<file path="src/hw/rtl/rbd_pkg.sv">
// Package for the ring buffer deque: item, result and command types,
// operation and status codes. No dependencies.
package rbd_pkg;

    localparam logic [2:0] OP_CLEAR      = 3'd0;
    localparam logic [2:0] OP_PUSH_FRONT = 3'd1;
    localparam logic [2:0] OP_PUSH_BACK  = 3'd2;
    localparam logic [2:0] OP_POP_FRONT  = 3'd3;
    localparam logic [2:0] OP_READ       = 3'd4;
    localparam logic [2:0] OP_DROP       = 3'd5;
    localparam logic [2:0] OP_TAKE       = 3'd6;
    localparam logic [2:0] OP_NOP        = 3'd7;

    localparam logic [1:0] ST_OK    = 2'd0;
    localparam logic [1:0] ST_RANGE = 2'd1;
    localparam logic [1:0] ST_FULL  = 2'd2;

    // Entries in the command queue between front and back
    localparam int QDEPTH = 2;

    typedef struct packed {
        logic [2:0]  operation;
        logic [31:0] value;
        logic [7:0]  count;
    } in_item_t;

    typedef struct packed {
        logic [31:0] data;
        logic [7:0]  length;
        logic        empty_flag;
        logic [1:0]  status;
    } out_item_t;

    typedef struct packed {
        logic [2:0]  op;
        logic [31:0] value;
        logic [7:0]  count;
    } cmd_t;

endpackage

</file>
<file path="src/hw/rtl/rbd_ram.sv">
// Generic single-write, single-read RAM with registered read data.
// No dependencies.
module rbd_ram #(
    parameter int WIDTH = 32,
    parameter int DEPTH = 128
) (
    input  logic                     clk,
    input  logic                     we,
    input  logic [$clog2(DEPTH)-1:0] waddr,
    input  logic [WIDTH-1:0]         wdata,
    input  logic [$clog2(DEPTH)-1:0] raddr,
    output logic [WIDTH-1:0]         rdata
);

    logic [WIDTH-1:0] mem [DEPTH];

    always_ff @(posedge clk)
    begin
        if (we)
        begin
            mem[waddr] <= wdata;
        end
        rdata <= mem[raddr];
    end

endmodule

</file>
<file path="src/hw/rtl/rbd_front.sv">
// Front end of the deque: accepts items and classifies them into commands.
// Depends on rbd_pkg.
module rbd_front
    import rbd_pkg::*;
(
    input  logic     start,
    input  logic     queue_full,
    input  in_item_t item,
    output logic     busy,
    output logic     push,
    output cmd_t     cmd
);

    assign busy = queue_full;
    assign push = start && !queue_full;

    // Map unused codes to a no-op so the back end sees only known commands
    always_comb
    begin
        cmd.value = item.value;
        cmd.count = item.count;
        case (item.operation)
            OP_CLEAR, OP_PUSH_FRONT, OP_PUSH_BACK, OP_POP_FRONT,
            OP_READ, OP_DROP, OP_TAKE: cmd.op = item.operation;
            default:                   cmd.op = OP_NOP;
        endcase
    end

endmodule

</file>
<file path="src/hw/rtl/rbd_queue.sv">
// Short command queue between the deque front and back ends.
// Depends on rbd_pkg.
module rbd_queue
    import rbd_pkg::*;
(
    input  logic clk,
    input  logic rst_n,
    input  logic push,
    input  cmd_t push_cmd,
    input  logic pop,
    output logic not_empty,
    output logic full,
    output cmd_t head
);

    localparam int QAW = (QDEPTH > 1) ? $clog2(QDEPTH) : 1;
    localparam int QCW = $clog2(QDEPTH + 1);

    cmd_t           entry_reg [QDEPTH];
    logic [QAW-1:0] wr_ptr_reg, wr_ptr_next;
    logic [QAW-1:0] rd_ptr_reg, rd_ptr_next;
    logic [QCW-1:0] cnt_reg, cnt_next;

    assign not_empty = cnt_reg != '0;
    assign full      = cnt_reg == QCW'(QDEPTH);
    assign head      = entry_reg[rd_ptr_reg];

    always_comb
    begin
        wr_ptr_next = wr_ptr_reg;
        rd_ptr_next = rd_ptr_reg;
        cnt_next    = cnt_reg;
        if (push)
        begin
            wr_ptr_next = (wr_ptr_reg == QAW'(QDEPTH - 1)) ? '0 : wr_ptr_reg + 1'b1;
        end
        if (pop)
        begin
            rd_ptr_next = (rd_ptr_reg == QAW'(QDEPTH - 1)) ? '0 : rd_ptr_reg + 1'b1;
        end
        if (push && !pop)
        begin
            cnt_next = cnt_reg + 1'b1;
        end
        else if (pop && !push)
        begin
            cnt_next = cnt_reg - 1'b1;
        end
    end

    always_ff @(posedge clk or negedge rst_n)
    begin
        if (!rst_n)
        begin
            wr_ptr_reg <= '0;
            rd_ptr_reg <= '0;
            cnt_reg    <= '0;
        end
        else
        begin
            wr_ptr_reg <= wr_ptr_next;
            rd_ptr_reg <= rd_ptr_next;
            cnt_reg    <= cnt_next;
        end
    end

    always_ff @(posedge clk)
    begin
        if (push)
        begin
            entry_reg[wr_ptr_reg] <= push_cmd;
        end
    end

endmodule

</file>
<file path="src/hw/rtl/rbd_back.sv">
// Back end of the deque: executes commands against the pointers and the
// element store, and registers one result per command. Depends on rbd_pkg.
module rbd_back
    import rbd_pkg::*;
#(
    parameter int DEPTH      = 128,
    parameter int ELEM_WIDTH = 32
) (
    input  logic      clk,
    input  logic      rst_n,
    input  logic      cmd_valid,
    input  cmd_t      cmd,
    output logic      cmd_pop,
    output logic      done,
    output out_item_t result
);

    localparam int PW = $clog2(DEPTH);
    localparam int CW = $clog2(DEPTH + 1);
    localparam int KW = (CW > 8) ? CW : 8;

    logic [PW-1:0] front_reg, front_next;
    logic [CW-1:0] fill_reg, fill_next;
    logic          wait_reg, wait_next;
    logic          done_reg, done_next;
    out_item_t     res_reg;

    logic                  we;
    logic [PW-1:0]         waddr;
    logic [PW-1:0]         raddr;
    logic [ELEM_WIDTH-1:0] wdata;
    logic [ELEM_WIDTH-1:0] rdata;
    logic                  rd_issue;
    logic [1:0]            status;
    logic [KW-1:0]         cnt_k;
    logic [KW-1:0]         fill_k;
    logic [KW-1:0]         len_k;
    logic [CW-1:0]         drop_n;
    logic [PW-1:0]         dec_front;
    logic [63:0]           wr_wide;
    logic [63:0]           rd_wide;

    // Base plus offset modulo DEPTH by one subtraction; exact while the sum stays below twice DEPTH
    function automatic logic [PW-1:0] wrap(input logic [PW-1:0] base,
                                           input logic [CW-1:0] off);
        logic [CW:0] s;
        s = (CW+1)'(base) + (CW+1)'(off);
        if (s >= (CW+1)'(DEPTH))
        begin
            s = s - (CW+1)'(DEPTH);
        end
        return s[PW-1:0];
    endfunction

    assign cmd_pop   = cmd_valid && !wait_reg;
    assign cnt_k     = KW'(cmd.count);
    assign fill_k    = KW'(fill_reg);
    assign drop_n    = (cnt_k < fill_k) ? CW'(cnt_k) : fill_reg;
    assign dec_front = (front_reg == '0) ? PW'(DEPTH - 1) : front_reg - 1'b1;
    assign raddr     = wrap(front_reg, CW'(cnt_k));
    assign wr_wide   = 64'(cmd.value);
    assign wdata     = wr_wide[ELEM_WIDTH-1:0];
    assign rd_wide   = 64'(rdata);

    always_comb
    begin
        front_next = front_reg;
        fill_next  = fill_reg;
        we         = 1'b0;
        waddr      = dec_front;
        rd_issue   = 1'b0;
        status     = ST_OK;
        case (cmd.op)
            OP_CLEAR:
            begin
                front_next = '0;
                fill_next  = '0;
            end
            OP_PUSH_FRONT:
            begin
                if (fill_reg == CW'(DEPTH))
                begin
                    status = ST_FULL;
                end
                else
                begin
                    front_next = dec_front;
                    we         = 1'b1;
                    fill_next  = fill_reg + 1'b1;
                end
            end
            OP_PUSH_BACK:
            begin
                waddr = wrap(front_reg, fill_reg);
                if (fill_reg == CW'(DEPTH))
                begin
                    status = ST_FULL;
                end
                else
                begin
                    we        = 1'b1;
                    fill_next = fill_reg + 1'b1;
                end
            end
            OP_POP_FRONT:
            begin
                if (fill_reg == '0)
                begin
                    status = ST_RANGE;
                end
                else
                begin
                    front_next = wrap(front_reg, CW'(1));
                    fill_next  = fill_reg - 1'b1;
                end
            end
            OP_READ:
            begin
                if (cnt_k >= fill_k)
                begin
                    status = ST_RANGE;
                end
                else
                begin
                    rd_issue = 1'b1;
                end
            end
            OP_DROP:
            begin
                front_next = wrap(front_reg, drop_n);
                fill_next  = fill_reg - drop_n;
            end
            OP_TAKE:
            begin
                if (fill_k > cnt_k)
                begin
                    fill_next = CW'(cnt_k);
                end
            end
            default:
            begin
            end
        endcase
        if (!cmd_pop)
        begin
            front_next = front_reg;
            fill_next  = fill_reg;
            we         = 1'b0;
            rd_issue   = 1'b0;
        end
    end

    assign len_k     = KW'(fill_next);
    assign wait_next = rd_issue;
    assign done_next = (cmd_pop && !rd_issue) || wait_reg;

    rbd_ram #(
        .WIDTH (ELEM_WIDTH),
        .DEPTH (DEPTH)
    ) u_store (
        .clk   (clk),
        .we    (we),
        .waddr (waddr),
        .wdata (wdata),
        .raddr (raddr),
        .rdata (rdata)
    );

    always_ff @(posedge clk or negedge rst_n)
    begin
        if (!rst_n)
        begin
            front_reg <= '0;
            fill_reg  <= '0;
            wait_reg  <= 1'b0;
            done_reg  <= 1'b0;
        end
        else
        begin
            front_reg <= front_next;
            fill_reg  <= fill_next;
            wait_reg  <= wait_next;
            done_reg  <= done_next;
        end
    end

    // Hold length and status from the command; fill in read data in the cycle after
    always_ff @(posedge clk)
    begin
        if (cmd_pop)
        begin
            res_reg.data       <= '0;
            res_reg.length     <= len_k[7:0];
            res_reg.empty_flag <= (fill_next == '0);
            res_reg.status     <= status;
        end
        else if (wait_reg)
        begin
            res_reg.data <= rd_wide[31:0];
        end
    end

    assign done   = done_reg;
    assign result = res_reg;

    a_fill_bound: assert property (@(posedge clk) disable iff (!rst_n)
        fill_reg <= CW'(DEPTH))
        else $error("fill count above capacity");

    a_front_bound: assert property (@(posedge clk) disable iff (!rst_n)
        front_reg <= PW'(DEPTH - 1))
        else $error("front pointer out of range");

    a_read_result: assert property (@(posedge clk) disable iff (!rst_n)
        wait_reg |=> done_reg && !wait_reg)
        else $error("pending read did not produce a result");

    a_idle_hold: assert property (@(posedge clk) disable iff (!rst_n)
        !cmd_pop |=> $stable(fill_reg) && $stable(front_reg))
        else $error("deque state changed without a command");

endmodule

</file>
<file path="src/hw/rtl/ring_buffer_deque.sv">
// Top level of the ring buffer deque: front end, command queue, back end.
// Depends on rbd_pkg, rbd_front, rbd_queue, rbd_back (and rbd_ram below it).
//
// Usage:
//   Drive item and raise start; the item is taken at a rising edge where
//   start is high and busy is low. Each item asks for one deque operation
//   and yields exactly one result, shown on result for one cycle with done
//   high. The receiver cannot stall; every done pulse must be consumed.
//   The back end registers the result of most operations directly; a read
//   inside the length first waits for the element store's registered read
//   port. Throughput: one item per cycle while busy is low, except that a
//   read holds the back end until its data returns; the two-entry command
//   queue absorbs that, and busy rises only while both entries are waiting.
//   Results come out in item order. Reset empties the deque (head at index
//   zero, length zero) and the command queue; store contents are not
//   cleared and are never read before being written.
module ring_buffer_deque
    import rbd_pkg::*;
#(
    parameter int DEPTH      = 128,
    parameter int ELEM_WIDTH = 32
) (
    input  logic      clk,
    input  logic      rst_n,
    input  logic      start,
    output logic      busy,
    input  in_item_t  item,
    output logic      done,
    output out_item_t result
);

    logic queue_full;
    logic queue_push;
    logic queue_pop;
    logic queue_not_empty;
    cmd_t front_cmd;
    cmd_t head_cmd;

    // Accept and classify
    rbd_front u_front (
        .start      (start),
        .queue_full (queue_full),
        .item       (item),
        .busy       (busy),
        .push       (queue_push),
        .cmd        (front_cmd)
    );

    // Decouple accept from execution
    rbd_queue u_queue (
        .clk       (clk),
        .rst_n     (rst_n),
        .push      (queue_push),
        .push_cmd  (front_cmd),
        .pop       (queue_pop),
        .not_empty (queue_not_empty),
        .full      (queue_full),
        .head      (head_cmd)
    );

    // Execute against pointers and store, register the result
    rbd_back #(
        .DEPTH      (DEPTH),
        .ELEM_WIDTH (ELEM_WIDTH)
    ) u_back (
        .clk       (clk),
        .rst_n     (rst_n),
        .cmd_valid (queue_not_empty),
        .cmd       (head_cmd),
        .cmd_pop   (queue_pop),
        .done      (done),
        .result    (result)
    );

endmodule

</file>
<file path="config.mk">
export PLATFORM = sky130hd
export DESIGN_NAME = ring_buffer_deque
export DESIGN_NICKNAME = d
export VERILOG_FILES = /design/src/hw/rtl/rbd_pkg.sv /design/src/hw/rtl/rbd_ram.sv /design/src/hw/rtl/rbd_front.sv /design/src/hw/rtl/rbd_queue.sv /design/src/hw/rtl/rbd_back.sv /design/src/hw/rtl/ring_buffer_deque.sv
export SDC_FILE = /design/constraint.sdc
export NUM_CORES = 2
export LEC_CHECK = 0
export BUFFER_PORTS_ARGS = -buffer_cell sky130_fd_sc_hd__buf_2
export CORE_MARGIN = 1.5
export CORE_UTILIZATION = 30
export CTS_BUF_LIST = sky130_fd_sc_hd__clkbuf_4
export DETAILED_ROUTE_END_ITERATION = 10
export GPL_TIMING_DRIVEN = 0
export SLEW_MARGIN = 40
export SYNTH_ARGS = -nofsm -noshare
export SYNTH_HDL_FRONTEND = slang
export SYNTH_MEMORY_MAX_BITS = 65536
export SYNTH_SLANG_ARGS = --single-unit
</file>
<file path="constraint.sdc">
create_clock -name clk -period 12.6 [get_ports clk]
set_clock_uncertainty 0.1 [all_clocks]
set_input_delay 3.78 -clock clk [delete_from_list [all_inputs] [get_ports clk]]
set_output_delay 3.78 -clock clk [all_outputs]
set_load 0.01 [all_outputs]
</file>
Word-level counts from Yosys, hierarchy flattened
Memories as Yosys holds them, arrays and structs flattened. A register that Yosys moved wholly into a read port is not among the register bits.
Index checks and enable logic that the tools add are counted.
- mux-type cells: 34
- add/subtract/negate cells: 16
- $lt $le $gt $ge: 7
- equal/unequal tests: 16
- reductions and logical operators: 22
- operators with widths (cell ; number):
    $mux 7 ; 8
    $mux 8 ; 5
    $pmux 8 s5 ; 1
    $sub 7x1->7 const B ; 5
    $pmux 7 s4 ; 1
    $add 7x8->9 ; 3
    $ge 9x8->1 const B ; 3
    $eq 3x3->1 const B ; 6
    $logic_not 8->1 ; 2
    $mux 1 ; 14
    $eq 3x2->1 const B ; 4
    $add 7x1->8 const B ; 1
    $add 8x1->8 const B ; 1
    $eq 8x8->1 const B ; 1
    $ge 8x8->1 ; 1
    $ge 8x8->1 const B ; 1
    $gt 8x8->1 ; 1
    $lt 8x8->1 ; 1
    $sub 8x1->8 const B ; 1
    $sub 8x8->8 ; 1
    $logic_not 7->1 ; 1
    $reduce_or 7->1 ; 1
    $eq 3x1->1 const B ; 2
    $logic_not 3->1 ; 2
    15 further kinds ; 28
- output and inout port bits: 45
- memories kept: 2
- bits in registers: 64
- memory bits (writable): 4182
- word-level logic and storage cells: 108
- memory list (name ; words ; width ; read ports ; clocked after Yosys merged registers in ; wr ports ; line ; text):
    u_back.u_store.mem ; 128 ; 32 ; 1 ; 1 ; 1 ; rbd_ram.sv:15 ; logic [WIDTH-1:0] mem [DEPTH];
    u_queue.entry_reg ; 2 ; 43 ; 1 ; 0 ; 1 ; rbd_queue.sv:19 ; cmd_t entry_reg [QDEPTH];

Logic depth before layout (Yosys ltp)
An unclocked memory read counts as a cell.
- word-level depth: 8
- depth in mapped cells: 25

Modules after synthesis
Synthesis repeated with hierarchy kept, for this count alone.
- cell total of the unflattened synthesis: 6731
- area, all modules: 164574.1 um^2
- modules (own cells, without submodules) (module ; sequential area each (um^2) ; cells each ; times used ; area an instance (um^2)):
    rbd_ram ; 123638.6 ; 5990 ; 1 ; 156276.1
    rbd_back ; 1396.3 ; 546 ; 1 ; 4471.8
    rbd_queue ; 2682.6 ; 150 ; 1 ; 3493.4
    rbd_front ; 0.0 ; 45 ; 1 ; 332.8

Worst setup path after synthesis
No wires, ideal clock.
- path kind: input -> register
- from: input port start
- to: memory u_queue.entry_reg[0][0] (netlist bit), enable pin
- data arrival time: 5.678 ns
- stages: 2
- slack: 6.379 ns
- required time: 12.057 ns
- setup time: 0.443 ns
- path buffers: 0
- cells stage by stage: nand2_1 -> nor2_1
- longest elaborated chain between the ends: 3
- RTL lines (item ; line ; text):
    from (decl) ; ring_buffer_deque.sv:25 ; input logic start,
    $logic_and 1x1->1 ; rbd_front.sv:15 ; assign push = start && !queue_full;
    $mux 1 ; rbd_queue.sv:69 ; if (push)
    $mux 1 (not written as such) ; rbd_queue.sv:71 ; entry_reg[wr_ptr_reg] <= push_cmd;
    to (decl) ; rbd_queue.sv:19 ;
No other way between the ends.

Worst setup path after layout
- from: register u_queue.rd_ptr_reg
- to: register u_back.u_store.rdata[5], read port of u_back.u_store.mem
- longest elaborated chain between the ends: 4
- elaborated cells on any way between the ends: 5
- classes of those cells: 2 x add/sub; 1 x order compare; 1 x mux; 1 x memory
- RTL lines (item ; line ; text):
    from (decl) ; rbd_queue.sv:21 ; logic [QAW-1:0] rd_ptr_reg, rd_ptr_next;
    from (signal assigned) ; rbd_queue.sv:62 ; rd_ptr_reg <= rd_ptr_next;
    $mem_v2 2x43 * ; -- ;
    $add 7x8->9 * ; rbd_back.sv:47 ; s = (CW+1)'(base) + (CW+1)'(off);
    $ge 9x8->1 or $sub 7x1->7 (tied branches) ; rbd_back.sv:48, rbd_back.sv:50 ;
    $mux 7 * ; rbd_back.sv:48 ; if (s >= (CW+1)'(DEPTH))
    to (decl) ; rbd_ram.sv:12 ; output logic [WIDTH-1:0] rdata
Mark *: on every way between the ends. The rest lies on a longest branch, timed or not.
A chain may end at the register's enable or synchronous reset.

==> key figures <==
Timing
  • Endpoints failing setup: 0
  • Setup TNS: 0 ns
  • Final count of hold timing violations: 0
  • Fin crit share: 65.5%
  • Maximum clock rate: 121 MHz
  • Unrepaired setup endpoints after global routing: no
  • Measured slew at the worst slew-check pin: 0.916 ns
  • Slew Limit Fails: 0
  • Post-layout min period: 8.25 ns
  • Slew HR: a little under two fifths
  • Final worst slack: 4.35 ns

Route
  • Post-route DRC violation count: 0
  • Final Routed Wirelength: 449000 um
  • Vias post-DR: 82783
  • Final ANT Viol Nets: 0
  • DRT Pass-1 Iters: 5
  • Routed len/inst: 27.4 um
  • Via density: 5.05
  • DRT iter0 DRCs: 10319

CTS
  • H-tree depth: 7
  • CTS tree: built
  • CTS Hold Bufs: 0
  • CTS resizes: 0
  • CTS max path bufs: 5
  • Sink Count: 4278
  • Post-CTS Setup Repair Bufs: 0
  • Clk slew on worst S/H paths: 0.06 ns
  • Clock root cell: clkbuf_4
  • TritonCTS Buffers: between 1000 and 1500
  • Worst skew pair latency: 1.65 ns

Critical path
  • CP max stage delay: 0.67 ns
  • Crit path required time: 13.87 ns
  • Crit path buf inv count: 7
  • R2r setup slk: 4.35 ns
  • R2r endpoint: u_back.u_store.rdata[5]
  • Maximum fanout along the worst path: 10
  • R2R Path Start: u_queue.rd_ptr_reg
  • Worst-case reg-to-reg path depth: 16
  • Slowest CP cell: mux2i_1
  • Most frequent CP cell: clkbuf_2
  • Setup crit end kind: register
  • Crit path DAT: about 9.5 ns
  • CP cell instances: buf_2, clkbuf_1, mux2i_1, inv_1, ha_1, fa_1, clkbuf_2, clkbuf_2, clkbuf_2, clkbuf_1, mux4_2, mux4_2, mux2i_1, nand2_1, o211ai_1, o21ai_0
  • Top cell family by delay on the critical path: buffers and inverters
  • Startpoint class of the critical path: register
  • Crit Path Category: register to register

Synth
  • Top cell type's share of synthesized area: between 70 and 80%
  • Syn avg cell area: about 24 um2
  • Main combinational cell family by area after synthesis: multiplexers
  • Synth Area in Adders: 0.323%
  • Yosys cell types: 67
  • Yosys warns: 0
  • Count leader, synth: edfxtp_1
  • Most common library cells after synthesis: edfxtp_1, mux4_2, clkbuf_1
  • Post-synthesis sequential area ratio: 77.8%
  • Net Count, Synth: 6931
  • Mapped cell area: 164000 um2
  • Synth Area in Compound Gates: 1.07%
  • Number of synthesized flops with an enable pin: 4193
  • Post-Synth XOR/XNOR Area: 0.181%
  • Simple-gate share of the synthesized area: 0.958%
  • Synth area leader: edfxtp_1
  • Synth top area cells: edfxtp_1, mux4_2, dfxtp_1, mux2_2, clkbuf_1
  • Top FF cell, synth: edfxtp_1
  • Yosys reg bits: 4278
  • Post-synthesis cell count: 6846
  • FFs w/ async S/R, synth: 0.491%
  • Mux share of post-synthesis cell area: 18.7%

Placement
  • Hpwl dp: 310000 um
  • Port buffer count: slightly below 90
  • Dpl cell area: ~180000 um2
  • RePlAce Congestion: 0.866
  • Setup Slack @ Placement: 4.40 ns

Global routing
  • M1 GR Usage: approximately a fifth
  • Vias in the first global route: 85459
  • Grt met3 use: 4.11%
  • Met2 Use GR: 25.8%
  • Initial antenna violation count: 46
  • GRT Total Usage: 16.1%
  • Remaining global-route overflow: 0
  • Busiest layer in global routing: met2
  • Largest net degree at the start of global routing: 89
  • First-pass GRT wire length: ~630000 um

Floorplanning
  • # IOs: just over 90
  • Core ar.: 545000 um2
  • Initial Utilization: 30.1%
  • DIE WIDTH: 743 um
  • Cell Rows: 271
  • Die area: between 500000 and 600000 um2
  • Die Y: roughly 740 um

Hold path
  • Cells on Worst Hold Path: 1
  • Hold WC Path Type: register to register
  • Worst Hold Path EP: u_back.result[29]
  • Min-delay src: u_back.u_store.rdata[18]

Cells and area
  • Final-layout fill cell count: 49379
  • Largest register FFs: 4096
  • Synth-to-layout area growth: 19.5%
  • Share of cells above drive strength 1: 41.9%
  • Nets@finish: 8500
  • Design area: 196000 um2

Flow run
  • Number of max-cap violations: 0

Run status
  • Status: completed
cell usage in the layout (no fill, tap or decap), types with 64 or more instances in the layout:
cell | netlist | routed
clkbuf_4 | 0 | 1577
o21ai_0 | 87 | 80
clkbuf_2 | 0 | 123
edfxtp_1 | 4193 | 4193
nand2_1 | 120 | 109
clkbuf_1 | 256 | 138
buf_8 | 0 | 108
mux4_2 | 1280 | 1280
mux2i_1 | 76 | 66
buf_2 | 3 | 159
dfxtp_1 | 64 | 64
nor2_4 | 0 | 129
buf_16 | 0 | 188
clkinv_1 | 1 | 218
mux2_2 | 103 | 71
logic make-up after synthesis:
kind of cell / Yosys count
buffers and inverters: 387
adder cells (fa/ha/maj): 41
AO/OA/AOI/OAI: 269
XOR/XNOR: 34
flip-flops: 4278
AND/OR/NAND/NOR: 378
multiplexers: 1459
how the worst max path moves through the flow:
| stage | from | to | slack (ns) | cells after the start |
|---|---|---|---|---|
| detailed placement | u_queue.rd_ptr_reg | u_back.u_store.rdata[5] | 4.40 | 16 |
| floorplan | start | u_queue.entry_reg[0][0] | 6.38 | 2 |
| global placement | u_queue.rd_ptr_reg | u_back.u_store.rdata[19] | 2.90 | 16 |
| global route | u_queue.rd_ptr_reg | u_back.u_store.rdata[5] | 4.08 | 16 |
| finish | u_queue.rd_ptr_reg | u_back.u_store.rdata[5] | 4.35 | 16 |
| CTS | u_queue.rd_ptr_reg | u_back.u_store.rdata[5] | 4.35 | 16 |
per-stage QoR:
step           hold slack (ns)  util (%)  instances
4_1_cts                  0.339      35.9      16366
3_5_place_dp             0.345      33.5      14487
2_1_floorplan            0.326         -       6846
5_1_grt                  0.369      36.0      16381
3_3_place_gp             0.345      31.9      14167
6_report                 0.345      36.0      16398
layout make-up:
class / count / area [um2] / share of cell area (%)
inverter: 29 / 109 / 0.0555
clock buffer: 1575 / 11800 / 6.03
timing repair buffer: 410 / 7480 / 3.81
tap: 7234 / 9050 / 4.62
buffer: 358 / 1600 / 0.817
clock inverter: 304 / 1680 / 0.855
antenna: 29 / 72.6 / 0.0370
multi-input combinational: 2181 / 36500 / 18.6
sequential: 4278 / 128000 / 65.2
layer usage:
metal / vias up / routed length [um] / part of all wire, %
met3: 819 / 41600 / 9.3
met5: - / 87 / 0.019
met1: 44088 / 173000 / 39
met2: 4471 / 217000 / 48
met4: 14 / 16500 / 3.7
li1: 33391 / - / -
Power is left out: the tool's default activity adds up to more than one toggle a clock period on the data nets, which glitch-free logic cannot reach.
